$ cat config.mk
export PLATFORM = sky130hd
export DESIGN_NAME = icy_metadata_stream_demux_unit
export DESIGN_NICKNAME = d
export VERILOG_FILES = /design/src/imsd_pkg.sv /design/src/imsd_front.sv /design/src/imsd_queue.sv /design/src/imsd_back.sv /design/src/icy_metadata_stream_demux_unit.sv
export VERILOG_INCLUDE_DIRS = /design/src /design/src/src
export SDC_FILE = /design/constraint.sdc
export NUM_CORES = 1
export LEC_CHECK = 0
export BUFFER_PORTS_ARGS = -buffer_cell sky130_fd_sc_hd__buf_4
export CAP_MARGIN = 20
export CORE_MARGIN = 2
export CORE_UTILIZATION = 60
export DETAILED_ROUTE_END_ITERATION = 8
export PLACE_DENSITY = 0.78
export SLEW_MARGIN = 20
export SYNTH_ARGS = -nofsm -noshare
export SYNTH_HDL_FRONTEND = slang
export SYNTH_SLANG_ARGS = --single-unit
$ cat constraint.sdc
create_clock -name i_clk -period 5.35 [get_ports i_clk]
set_clock_uncertainty 0.05 [all_clocks]
set_input_delay 1.07 -clock i_clk [delete_from_list [all_inputs] [get_ports i_clk]]
set_output_delay 1.07 -clock i_clk [all_outputs]
set_load 0.01 [all_outputs]
$ cat src/icy_metadata_stream_demux_unit_assert.svh
// Assertion macros shared by the metadata stream demux RTL.
`ifndef ICY_METADATA_STREAM_DEMUX_UNIT_ASSERT_SVH
`define ICY_METADATA_STREAM_DEMUX_UNIT_ASSERT_SVH

// The consequent must hold in the same cycle as the antecedent.
`define IMSD_ASSERT_SAME(label, clk, rst_n, ante, cons) \
    label: assert property (@(posedge clk) disable iff (!rst_n) (ante) |-> (cons)) \
        else $error("imsd check failed in %m");

// The consequent must hold in the cycle after the antecedent.
`define IMSD_ASSERT_NEXT(label, clk, rst_n, ante, cons) \
    label: assert property (@(posedge clk) disable iff (!rst_n) (ante) |=> (cons)) \
        else $error("imsd check failed in %m");

`endif

$ cat src/imsd_pkg.sv
// Shared types, constants and helpers of the metadata stream demux.
package imsd_pkg;

    localparam int INTERVAL_BITS = 20;
    localparam int WIDE_W        = INTERVAL_BITS + 4;
    localparam int IVL_OUT_W     = 20;
    localparam int META_CNT_W    = 12;
    localparam int KEY_LEN       = 12;
    localparam int KEY_POS_W     = 4;
    localparam int FIFO_DEPTH    = 4;
    localparam int FIFO_AW       = 2;
    localparam int FIFO_CW       = 3;

    typedef logic [INTERVAL_BITS-1:0] t_interval;
    localparam t_interval INTERVAL_MAX = '1;

    // Key positions for the partial-match fallback: a 'c' after "icy-metai"
    // continues as the "ic" of a new key.
    localparam logic [KEY_POS_W-1:0] KEY_POS_FALLBACK = 4'd9;
    localparam logic [KEY_POS_W-1:0] KEY_POS_IC       = 4'd2;
    localparam logic [KEY_POS_W-1:0] KEY_POS_I        = 4'd1;

    localparam logic [7:0] CH_CR    = 8'h0d;
    localparam logic [7:0] CH_LF    = 8'h0a;
    localparam logic [7:0] CH_SPACE = 8'h20;
    localparam logic [7:0] CH_TAB   = 8'h09;
    localparam logic [7:0] CH_ZERO  = 8'h30;
    localparam logic [7:0] CH_NINE  = 8'h39;
    localparam logic [7:0] CH_UP_A  = 8'h41;
    localparam logic [7:0] CH_UP_Z  = 8'h5a;
    localparam logic [7:0] CH_LOW_I = 8'h69;
    localparam logic [7:0] CH_LOW_C = 8'h63;
    localparam logic [7:0] CASE_OFS = 8'h20;

    typedef enum logic [1:0] {
        PH_HEADER,
        PH_DATA,
        PH_AUDIO_ONLY
    } t_phase;

    typedef enum logic [1:0] {
        KEY_SEARCH,
        KEY_VALUE,
        KEY_DONE
    } t_key_status;

    typedef enum logic [1:0] {
        KIND_HEADER   = 2'd0,
        KIND_AUDIO    = 2'd1,
        KIND_META_LEN = 2'd2,
        KIND_META     = 2'd3
    } t_kind;

    typedef struct packed {
        logic [7:0] raw;
        logic [7:0] lower;
        logic       is_digit;
        logic [3:0] digit;
        logic       is_cr;
        logic       is_lf;
        logic       is_blank;
    } t_cls;

    typedef struct packed {
        logic full;
        logic empty;
    } t_fifo_stat;

    function automatic logic [7:0] key_char(input logic [KEY_POS_W-1:0] pos);
        logic [7:0] ch;
        case (pos)
            4'd0:    ch = 8'h69; // i
            4'd1:    ch = 8'h63; // c
            4'd2:    ch = 8'h79; // y
            4'd3:    ch = 8'h2d; // -
            4'd4:    ch = 8'h6d; // m
            4'd5:    ch = 8'h65; // e
            4'd6:    ch = 8'h74; // t
            4'd7:    ch = 8'h61; // a
            4'd8:    ch = 8'h69; // i
            4'd9:    ch = 8'h6e; // n
            4'd10:   ch = 8'h74; // t
            4'd11:   ch = 8'h3a; // :
            default: ch = 8'h00;
        endcase
        return ch;
    endfunction

endpackage

$ cat src/imsd_front.sv
// Front end: accepts input items and classifies each byte for the parser.
module imsd_front import imsd_pkg::*; (
    input  logic       i_valid,
    input  logic [7:0] i_data_byte,
    input  logic       i_full,
    output logic       o_stall,
    output logic       o_push,
    output t_cls       o_cls
);

    logic [7:0] digit_ofs;

    assign o_stall   = i_full;
    assign o_push    = i_valid && !i_full;
    assign digit_ofs = i_data_byte - CH_ZERO;

    always_comb begin
        o_cls.raw      = i_data_byte;
        o_cls.lower    = (i_data_byte >= CH_UP_A && i_data_byte <= CH_UP_Z)
                         ? i_data_byte + CASE_OFS : i_data_byte;
        o_cls.is_digit = (i_data_byte >= CH_ZERO && i_data_byte <= CH_NINE);
        o_cls.digit    = digit_ofs[3:0];
        o_cls.is_cr    = (i_data_byte == CH_CR);
        o_cls.is_lf    = (i_data_byte == CH_LF);
        o_cls.is_blank = (i_data_byte == CH_SPACE) || (i_data_byte == CH_TAB);
    end

endmodule

$ cat src/imsd_queue.sv
// Short queue of classified items between the front end and the parser.
module imsd_queue import imsd_pkg::*; (
    input  logic       i_clk,
    input  logic       i_rst_n,
    input  logic       i_push,
    input  t_cls       i_cls,
    input  logic       i_pop,
    output t_cls       o_cls,
    output t_fifo_stat o_stat
);

    t_cls               r_mem [FIFO_DEPTH];
    logic [FIFO_AW-1:0] r_wr;
    logic [FIFO_AW-1:0] r_rd;
    logic [FIFO_CW-1:0] r_count;

    assign o_cls        = r_mem[r_rd];
    assign o_stat.full  = (r_count == FIFO_CW'(FIFO_DEPTH));
    assign o_stat.empty = (r_count == '0);

    always_ff @(posedge i_clk) begin
        if (i_push) begin
            r_mem[r_wr] <= i_cls;
        end
    end

    always_ff @(posedge i_clk) begin
        if (!i_rst_n) begin
            r_wr    <= '0;
            r_rd    <= '0;
            r_count <= '0;
        end else begin
            if (i_push) begin
                r_wr <= r_wr + FIFO_AW'(1);
            end
            if (i_pop) begin
                r_rd <= r_rd + FIFO_AW'(1);
            end
            if (i_push && !i_pop) begin
                r_count <= r_count + FIFO_CW'(1);
            end else if (!i_push && i_pop) begin
                r_count <= r_count - FIFO_CW'(1);
            end
        end
    end

endmodule

$ cat src/imsd_back.sv
// Back end: header parser, audio/metadata tagger and output register.
module imsd_back import imsd_pkg::*; (
    input  logic                 i_clk,
    input  logic                 i_rst_n,
    input  t_cls                 i_cls,
    input  logic                 i_avail,
    output logic                 o_pop,
    input  logic                 i_stall,
    output logic                 o_valid,
    output logic [1:0]           o_byte_kind,
    output logic [7:0]           o_byte_value,
    output logic                 o_block_last,
    output logic                 o_interval_error,
    output logic [IVL_OUT_W-1:0] o_interval_value
);

    t_phase                r_phase, n_phase;
    logic [1:0]            r_term, n_term;
    logic [KEY_POS_W-1:0]  r_key_pos, n_key_pos;
    t_key_status           r_key_st, n_key_st;
    t_interval             r_mi, n_mi;
    t_interval             r_ac, n_ac;
    logic [META_CNT_W-1:0] r_ms, n_ms;

    logic                  r_out_valid;
    t_kind                 r_kind, n_kind;
    logic [7:0]            r_byte;
    logic                  r_last, n_last;
    logic                  r_err, n_err;
    logic [IVL_OUT_W-1:0]  r_ivl, n_ivl;

    logic [WIDE_W-1:0]     mi_wide;
    t_interval             mi_sat;
    logic                  term_hit;
    logic [INTERVAL_BITS+IVL_OUT_W-1:0] cur_ext, nxt_ext;

    assign o_pop    = i_avail && (!r_out_valid || !i_stall);
    assign term_hit = i_cls.is_lf && (r_term == 2'd3);

    // Interval times ten plus the new digit, saturating.
    assign mi_wide = (WIDE_W'(r_mi) << 3) + (WIDE_W'(r_mi) << 1) + WIDE_W'(i_cls.digit);
    assign mi_sat  = (|mi_wide[WIDE_W-1:INTERVAL_BITS]) ? INTERVAL_MAX
                                                       : mi_wide[INTERVAL_BITS-1:0];

    assign cur_ext = {{IVL_OUT_W{1'b0}}, r_mi};
    assign nxt_ext = {{IVL_OUT_W{1'b0}}, n_mi};

    // Next state.
    always_comb begin
        n_phase   = r_phase;
        n_term    = r_term;
        n_key_pos = r_key_pos;
        n_key_st  = r_key_st;
        n_mi      = r_mi;
        n_ac      = r_ac;
        n_ms      = r_ms;
        if (o_pop) begin
            unique case (r_phase)
                PH_DATA: begin
                    if (r_ms != '0) begin
                        n_ms = r_ms - META_CNT_W'(1);
                    end else if (r_ac >= r_mi) begin
                        n_ac = '0;
                        n_ms = META_CNT_W'({i_cls.raw, 4'b0000});
                    end else begin
                        n_ac = r_ac + INTERVAL_BITS'(1);
                    end
                end
                PH_AUDIO_ONLY: begin
                end
                default: begin
                    if (r_key_st == KEY_SEARCH) begin
                        if (i_cls.lower == key_char(r_key_pos)) begin
                            if (r_key_pos == KEY_POS_W'(KEY_LEN - 1)) begin
                                n_key_st  = KEY_VALUE;
                                n_key_pos = '0;
                            end else begin
                                n_key_pos = r_key_pos + KEY_POS_W'(1);
                            end
                        end else if (r_key_pos == KEY_POS_FALLBACK &&
                                     i_cls.lower == CH_LOW_C) begin
                            n_key_pos = KEY_POS_IC;
                        end else if (i_cls.lower == CH_LOW_I) begin
                            n_key_pos = KEY_POS_I;
                        end else begin
                            n_key_pos = '0;
                        end
                    end else if (r_key_st == KEY_VALUE) begin
                        if (i_cls.is_digit) begin
                            n_mi = mi_sat;
                        end else if (i_cls.is_cr) begin
                            n_key_st = KEY_DONE;
                        end else if (!i_cls.is_blank) begin
                            n_mi     = '0;
                            n_key_st = KEY_DONE;
                        end
                    end

                    if (i_cls.is_cr) begin
                        n_term = (r_term == 2'd2) ? 2'd3 : 2'd1;
                    end else if (i_cls.is_lf && (r_term == 2'd1 || r_term == 2'd3)) begin
                        n_term = r_term + 2'd1;
                    end else begin
                        n_term = 2'd0;
                    end

                    if (term_hit) begin
                        n_term  = 2'd0;
                        n_ac    = '0;
                        n_ms    = '0;
                        n_phase = (n_mi == '0) ? PH_AUDIO_ONLY : PH_DATA;
                    end
                end
            endcase
        end
    end

    // Result fields of the item being taken.
    always_comb begin
        n_kind = KIND_AUDIO;
        n_last = 1'b0;
        n_err  = 1'b0;
        n_ivl  = cur_ext[IVL_OUT_W-1:0];
        unique case (r_phase)
            PH_DATA: begin
                if (r_ms != '0) begin
                    n_kind = KIND_META;
                    n_last = (r_ms == META_CNT_W'(1));
                end else if (r_ac >= r_mi) begin
                    n_kind = KIND_META_LEN;
                end
            end
            PH_AUDIO_ONLY: begin
                n_err = 1'b1;
            end
            default: begin
                n_kind = KIND_HEADER;
                n_last = term_hit;
                n_err  = term_hit && (n_mi == '0);
                n_ivl  = term_hit ? nxt_ext[IVL_OUT_W-1:0] : '0;
            end
        endcase
    end

    always_ff @(posedge i_clk) begin
        if (!i_rst_n) begin
            r_phase     <= PH_HEADER;
            r_term      <= '0;
            r_key_pos   <= '0;
            r_key_st    <= KEY_SEARCH;
            r_mi        <= '0;
            r_ac        <= '0;
            r_ms        <= '0;
            r_out_valid <= 1'b0;
        end else begin
            r_phase   <= n_phase;
            r_term    <= n_term;
            r_key_pos <= n_key_pos;
            r_key_st  <= n_key_st;
            r_mi      <= n_mi;
            r_ac      <= n_ac;
            r_ms      <= n_ms;
            if (o_pop) begin
                r_out_valid <= 1'b1;
            end else if (!i_stall) begin
                r_out_valid <= 1'b0;
            end
        end
    end

    always_ff @(posedge i_clk) begin
        if (o_pop) begin
            r_kind <= n_kind;
            r_byte <= i_cls.raw;
            r_last <= n_last;
            r_err  <= n_err;
            r_ivl  <= n_ivl;
        end
    end

    assign o_valid          = r_out_valid;
    assign o_byte_kind      = r_kind;
    assign o_byte_value     = r_byte;
    assign o_block_last     = r_last;
    assign o_interval_error = r_err;
    assign o_interval_value = r_ivl;

endmodule

$ cat src/icy_metadata_stream_demux_unit.sv
// Top level of the streaming radio response byte tagger.
// An accepted item enters the queue, then the output register once the output is not stalled.
// Throughput: one item per cycle while not stalled; the parser handles one byte per cycle.
// A four-entry queue lets the input keep taking items while the output is stalled.
// Reset: synchronous, active low; clears the parser state, the queue and output valid.
module icy_metadata_stream_demux_unit import imsd_pkg::*; (
    input  logic                 i_clk,
    input  logic                 i_rst_n,
    input  logic                 i_valid,
    output logic                 o_stall,
    input  logic [7:0]           i_data_byte,
    output logic                 o_valid,
    input  logic                 i_stall,
    output logic [1:0]           o_byte_kind,
    output logic [7:0]           o_byte_value,
    output logic                 o_block_last,
    output logic                 o_interval_error,
    output logic [IVL_OUT_W-1:0] o_interval_value
);

`include "icy_metadata_stream_demux_unit_assert.svh"

    t_cls       push_cls;
    t_cls       head_cls;
    t_fifo_stat q_stat;
    logic       push;
    logic       pop;

    imsd_front u_front (
        .i_valid     (i_valid),
        .i_data_byte (i_data_byte),
        .i_full      (q_stat.full),
        .o_stall     (o_stall),
        .o_push      (push),
        .o_cls       (push_cls)
    );

    imsd_queue u_queue (
        .i_clk   (i_clk),
        .i_rst_n (i_rst_n),
        .i_push  (push),
        .i_cls   (push_cls),
        .i_pop   (pop),
        .o_cls   (head_cls),
        .o_stat  (q_stat)
    );

    imsd_back u_back (
        .i_clk            (i_clk),
        .i_rst_n          (i_rst_n),
        .i_cls            (head_cls),
        .i_avail          (!q_stat.empty),
        .o_pop            (pop),
        .i_stall          (i_stall),
        .o_valid          (o_valid),
        .o_byte_kind      (o_byte_kind),
        .o_byte_value     (o_byte_value),
        .o_block_last     (o_block_last),
        .o_interval_error (o_interval_error),
        .o_interval_value (o_interval_value)
    );

    // Header bytes before the terminator carry no interval information.
    `IMSD_ASSERT_SAME(a_header_no_interval, i_clk, i_rst_n, o_valid && o_byte_kind == KIND_HEADER && !o_block_last, o_interval_value == '0 && !o_interval_error)
    // The error flag shows only on the final header byte or on audio bytes.
    `IMSD_ASSERT_SAME(a_error_kind, i_clk, i_rst_n, o_valid && o_interval_error, o_byte_kind == KIND_AUDIO || (o_byte_kind == KIND_HEADER && o_block_last))
    // An accepted item is held in the queue on the next cycle.
    `IMSD_ASSERT_NEXT(a_push_not_lost, i_clk, i_rst_n, i_valid && !o_stall, !q_stat.empty)

endmodule

# == Yosys cells after proc, flatten, opt, wreduce, memory -nomap -nowiden ==
# Memory sizes are Yosys's and may differ from the RTL's. A register that Yosys moved wholly into a read port is not among the register bits.
# Cells that the tools add are included.
# totals
reg_bits,102
mem_bits_rw,96
mem_bits_ro,112
in_bits,12
output_inout_bits,34
wordCells,152
memories,2
# mem_list
memory,words,width,rd,rd_clocked_by_memory_dff,write_ports,line,rtl
(name not given),16,7,1,1,0,imsd_pkg.sv:71,case (pos)
u_queue.r_mem,4,24,1,1,1,imsd_queue.sv:12,t_cls r_mem [FIFO_DEPTH];
# classes
addsub,12
n_lt_le_gt_ge,5
eq_ne,24
mux,56
n_bitwise,2
reduce_logical,35
# op_table
op,count
2-to-1 mux 20 bit,15
zero test 20 bit,2
one-hot mux 20 bit (2 select lines),1
2-to-1 mux 12 bit,3
2-to-1 mux 2 bit,16
2-to-1 mux 8 bit,4
adder 23 x 21 -> 24 bit,1
adder 24 x 4 -> 24 bit,1
== test 8 x 4 -> 1 bit (second input constant),3
one-hot mux 12 bit (2 select lines),1
adder 20 x 1 -> 20 bit (second input constant),1
>= comparator 20 bit,1
2-to-1 mux 4 bit,5
== test 8 x 7 -> 1 bit (second input constant),2
== test 12 x 1 -> 1 bit (second input constant),1
nonzero test 12 bit,1
subtractor 12 x 1 -> 12 bit (second input constant),1
logical AND 1 bit,10
adder 8 x 6 -> 8 bit (second input constant),1
== test 4 bit (second input constant),2
== test 8 x 6 -> 1 bit (second input constant),1
== test 8 bit,1
>= comparator 8 x 6 -> 1 bit (second input constant),1
>= comparator 8 x 7 -> 1 bit (second input constant),1
other kinds (30),58

# == Logic depth before layout (Yosys ltp) ==
# logic_depth
depth_word,14
mapped_depth,18
depth_no_buf,15

# == Cells and area by module ==
# Synthesis repeated with hierarchy kept, for this count alone.
# unflattened
cells_unflattened,1057
hier_area_um2,11441.0
# by_module_without_submodules
module,instances,cells_per_inst,area_each_um2,seq_area_each_um2
imsd_back,1,840,7150.6,2362.3
imsd_queue,1,169,3948.8,3062.9
imsd_front,1,47,337.8,0.0
icy_metadata_stream_demux_unit,1,1,3.8,0.0

# == Worst setup path after synthesis ==
# Ideal clock, no wire load.
# synth_timing
kind,flip-flop to flip-flop
start,register (tool-made name)
end,"register u_back.r_err, in the netlist u_back.o_interval_error (data pin)"
setup_ns,0.170
t_arrival_ns,4.381
t_required_ns,5.130
setup_slack_ns,0.749
stages_incl_launch_ff,18
path_buffers,3
synth_period_minus_slack_ns,4.601
path_cell_list,dfxtp_1 buf_6 buf_4 mux4_2 inv_1 fa_1 fa_1 nand2b_1 a21oi_1 o21ai_1 and2_1 o221ai_2 nand3_4 buf_6 o31ai_1 and4_1 nand4_1 o32ai_2
# synth_lines
item,line,rtl
end signal: assignment,imsd_back.sv:176,r_err <= n_err;
end: declaration,imsd_back.sv:29,"logic r_err, n_err;"

==> flow_metrics.py <==
metrics = {
    "clock_tree": {
        "cts_max_level": 4,
        "clk_pin_slew_ns": 0.07,
        "cts_max_path_buffers": 2,
        "cts.sinks": 171,
        "cts_root_buf": "clkbuf_16",
        "hold_buffers": 0,
        "cts_made_buffers": 17,
        "post-cts-setup-buffers": 0,
        "cts_tree": "yes",
        "clock_latency_ns": 0.43,
        "ctsResizeCount": 0,
    },
    "power_and_ir_drop": {
        "vdd.ir_drop.worst_mv": 0.260,
        "pwr_density_cell_nw_per_um2": 364,
        "p_leak_uw": 0.00444,
    },
    "timing": {
        "slew_headroom_pct": 41.5,
        "final_max_slew_viol_count": 0,
        "finalCriticalPeriod_ns": 5.11,
        "max_freq_mhz": 196,
        "holdWs_ns": 0.436,
        "finalCritPeriodShare_pct": 95.5,
        "hold_viol": 0,
        "setup_viol": 0,
        "tightest_slew_ns": 0.866,
        "finalSetupTns_ns": 0,
        "timing.final.ws_setup_ns": 0.241,
        "rsz0062_at_grt": "no",
    },
    "critical_path": {
        "cp_max_fo": 25,
        "crit_slowest_cell": "mux4_2",
        "endpoint": "u_back.o_interval_error",
        "rr_endpoint": "u_back.o_interval_error",
        "crit_path_max_incr_delay_ns": 0.61,
        "cp_num_cells": 14,
        "crit_arrival_ns": 5.32,
        "cp_top_family": "compound AO/OA/AOI/OAI gates",
        "critPathLaunchType": "register",
        "cp_cell_sequence": "mux4_2 > inv_1 > fa_1 > fa_1 > nand2b_1 > a21oi_1 > o21ai_1 > and2_1 > o221ai_2 > nand3_4 > o311ai_0 > and4_1 > nand4_1 > o32ai_2",
        "worst_ep_required_time_ns": 5.56,
        "crit_top_cell": "fa_1",
        "critPathCaptureType": "register",
        "reg2reg_slack_ns": 0.24,
        "criticalPathCategory": "reg2reg",
        "worst_r2r_path_depth": 14,
        "path_buf_inv": 1,
    },
    "routing": {
        "wl_per_cell_um": 20.0,
        "vias_per_cell": 6.42,
        "drt-pass1-iter-count": 5,
        "routed-via-count": 8328,
        "drt-initial-drc-count": 757,
        "wirelength_um": 25900,
        "ant_nets": 0,
        "drc": 0,
    },
    "synthesis": {
        "synthAdderAreaFrac_pct": 10.6,
        "yosysUniqueCellTypes": 85,
        "yosysWarnings": 0,
        "synth_top_family_by_area": "simple AND/OR/NAND/NOR gates",
        "synth_enable_flop_cells": 92,
        "synth-xor-area-share_pct": 2.68,
        "synth.avg_cell_area_um2": 9.81,
        "yosys.area_share.simple_pct": 18.4,
        "synth.area.mux_share_pct": 3.93,
        "synthCells": 1034,
        "async_flop_share_pct": 0,
        "synth_compound_area_share_pct": 17.5,
        "synth_area_um2": 10100,
        "synth_seq_cells": 171,
        "synth_nets": 1130,
        "seq_area_frac_synth_pct": 42.8,
        "synth_ff_type": "edfxtp_1",
    },
    "global_routing": {
        "grt_pass1_vias": 7730,
        "antenna_found_initial": 0,
        "grt_max_degree": 60,
        "grt_first_pass_wirelength_um": 41000,
        "overflow": 0,
        "grtUsageTotal_pct": 29.2,
    },
    "floorplan": {
        "die_w_um": 134,
        "core-area_um2": 16600,
        "die_area_um2": 18000,
        "pin_count": 46,
        "die_y_um": 134,
        "initial_core_util_pct": 61.2,
        "num_rows": 47,
    },
    "layout": {
        "mostFrequentLayoutCells": "edfxtp_1, nand2_1, ha_1, dfxtp_1, a21oi_1",
        "drive_gt1_share_pct": 11.4,
        "layout_commonest_cell": "edfxtp_1",
        "antennaDiodeCount": 0,
        "syn_to_final_growth_pct": 10.3,
        "nNetsFinal": 1160,
    },
    "run": {
        "max_cap_violations": 0,
    },
    "placed_design": {
        "gp_congestion": 0.965,
        "dp_slack_ns": 0.399,
        "dp_hpwl_um": 18400,
        "io_buffers": 45,
    },
    "worst_hold_path": {
        "hold_path.class": "reg2reg",
    },
    "status": {
        "status": "complete, no violations",
    },
}
[state kept, by name, summed over array words and instances, names as in the netlist, named ones only]
name                     cells
u_back.r_key_st              2
u_back.o_byte_kind           2
u_queue.r_wr                 2
u_back.r_phase               2
u_back.o_valid               1
u_back.o_byte_value          8
u_queue.r_rd                 2
u_back.r_key_pos             4
u_back.o_block_last          1
u_queue.r_count              3
u_back.r_term                2
u_back.r_ms                 12
u_queue.r_mem               60
u_back.o_interval_error      1
u_back.r_ac                 20
u_back.r_mi                 20
u_back.o_interval_value     20
[synthesized netlist by cell type (5+ instances only)]
| library cell | n | area share [%] |
|---|---|---|
| a21o_1 | 15 | 1.1 |
| nor2_1 | 72 | 2.7 |
| o31ai_1 | 11 | 0.81 |
| nor4_1 | 10 | 0.62 |
| nor2b_1 | 23 | 1.4 |
| a31oi_1 | 5 | 0.31 |
| nand2_1 | 82 | 3.0 |
| or3_1 | 9 | 0.55 |
| nor3_1 | 23 | 1.1 |
| and2_1 | 21 | 1.3 |
| and4_1 | 5 | 0.43 |
| nand2b_1 | 11 | 0.68 |
| ha_1 | 81 | 10 |
| nand3_1 | 31 | 1.5 |
| o21ai_0 | 63 | 3.1 |
| nand3b_1 | 5 | 0.37 |
| buf_2 | 5 | 0.25 |
| o211ai_1 | 5 | 0.37 |
| inv_1 | 54 | 2.0 |
| xor2_1 | 14 | 1.2 |
| mux2i_1 | 5 | 0.49 |
| mux4_2 | 15 | 3.3 |
| nand4_1 | 15 | 0.92 |
| o22ai_1 | 19 | 1.2 |
| edfxtp_1 | 92 | 27 |
| xnor2_1 | 17 | 1.5 |
| a22oi_1 | 5 | 0.37 |
| o21a_1 | 7 | 0.52 |
| nand4b_1 | 14 | 1.2 |
| o2111ai_1 | 6 | 0.52 |
| and3_1 | 17 | 1.0 |
| a21oi_1 | 74 | 3.7 |
| dfxtp_1 | 79 | 16 |
| clkbuf_1 | 33 | 1.2 |
[worst reg2reg max path: stages, from the launching register on]
cell and delay (ns):
dfxtp_1 0.44, mux4_2 0.61, inv_1 0.15, fa_1 0.45
fa_1 0.47, nand2b_1 0.18, a21oi_1 0.33, o21ai_1 0.18
and2_1 0.23, o221ai_2 0.35, nand3_4 0.33, o311ai_0 0.50
and4_1 0.28, nand4_1 0.13, o32ai_2 0.28
[per-stage QoR]
stage	util, %	total power, µW	std cells	cell area, µm²
after floorplan	-	2490	1034	10100
after global placement	64.2	2890	1265	10600
after detailed placement	64.2	2920	1265	10600
after CTS	67.5	4080	1297	11200
after global routing	67.5	4250	1297	11200
final	67.5	4070	1297	11200
[routing by layer]
| layer | global-route usage [%] | vias up | wire length (µm) |
|---|---|---|---|
| met3 | 4.57 | 76 | 1650 |
| met2 | 49.9 | 344 | 12800 |
| li1 | - | 3918 | - |
| met4 | 11.6 | 0 | 839 |
| met5 | 0 | - | 0 |
| met1 | 37.5 | 3990 | 10600 |
[power by group]
part	switching, µW	internal (µW)	total [µW]	leakage (µW)
logic	709	471	1180	0.00267
clock network	530	625	1150	0.000266
registers	103	1640	1740	0.00150
total	1340	2730	4070	0.00444
[kinds of logic after synthesis]
group | Yosys count
compound gates | 271
fa+ha+maj | 84
buf+inv | 101
xor+xnor | 31
mux | 21
flops | 171
simple gates | 355
[final cells by class]
type,count,area [µm²]
Clock inverter,11,88.8
Clock buffer,21,460
Fill cell,1320,5390
Inverter,54,203
Timing Repair Buffer,58,435
Multi-Input combinational cell,762,5390
Tap cell,220,275
Sequential cell,171,4340
[worst min path at each step]
stage / start / endpoint / cells past startpoint
after floorplan: u_back.r_ms[7] / u_back.r_ms[7] / 2
after global placement: u_back.r_ms[7] / u_back.r_ms[7] / 2
after detailed placement: u_back.r_ms[7] / u_back.r_ms[7] / 2
after CTS: u_back.r_ms[7] / u_back.r_ms[7] / 2
after global routing: u_back.r_ms[9] / u_back.r_ms[9] / 2
final: u_back.r_ms[9] / u_back.r_ms[9] / 2
No activity file was read; power rests on OpenSTA's default activity.
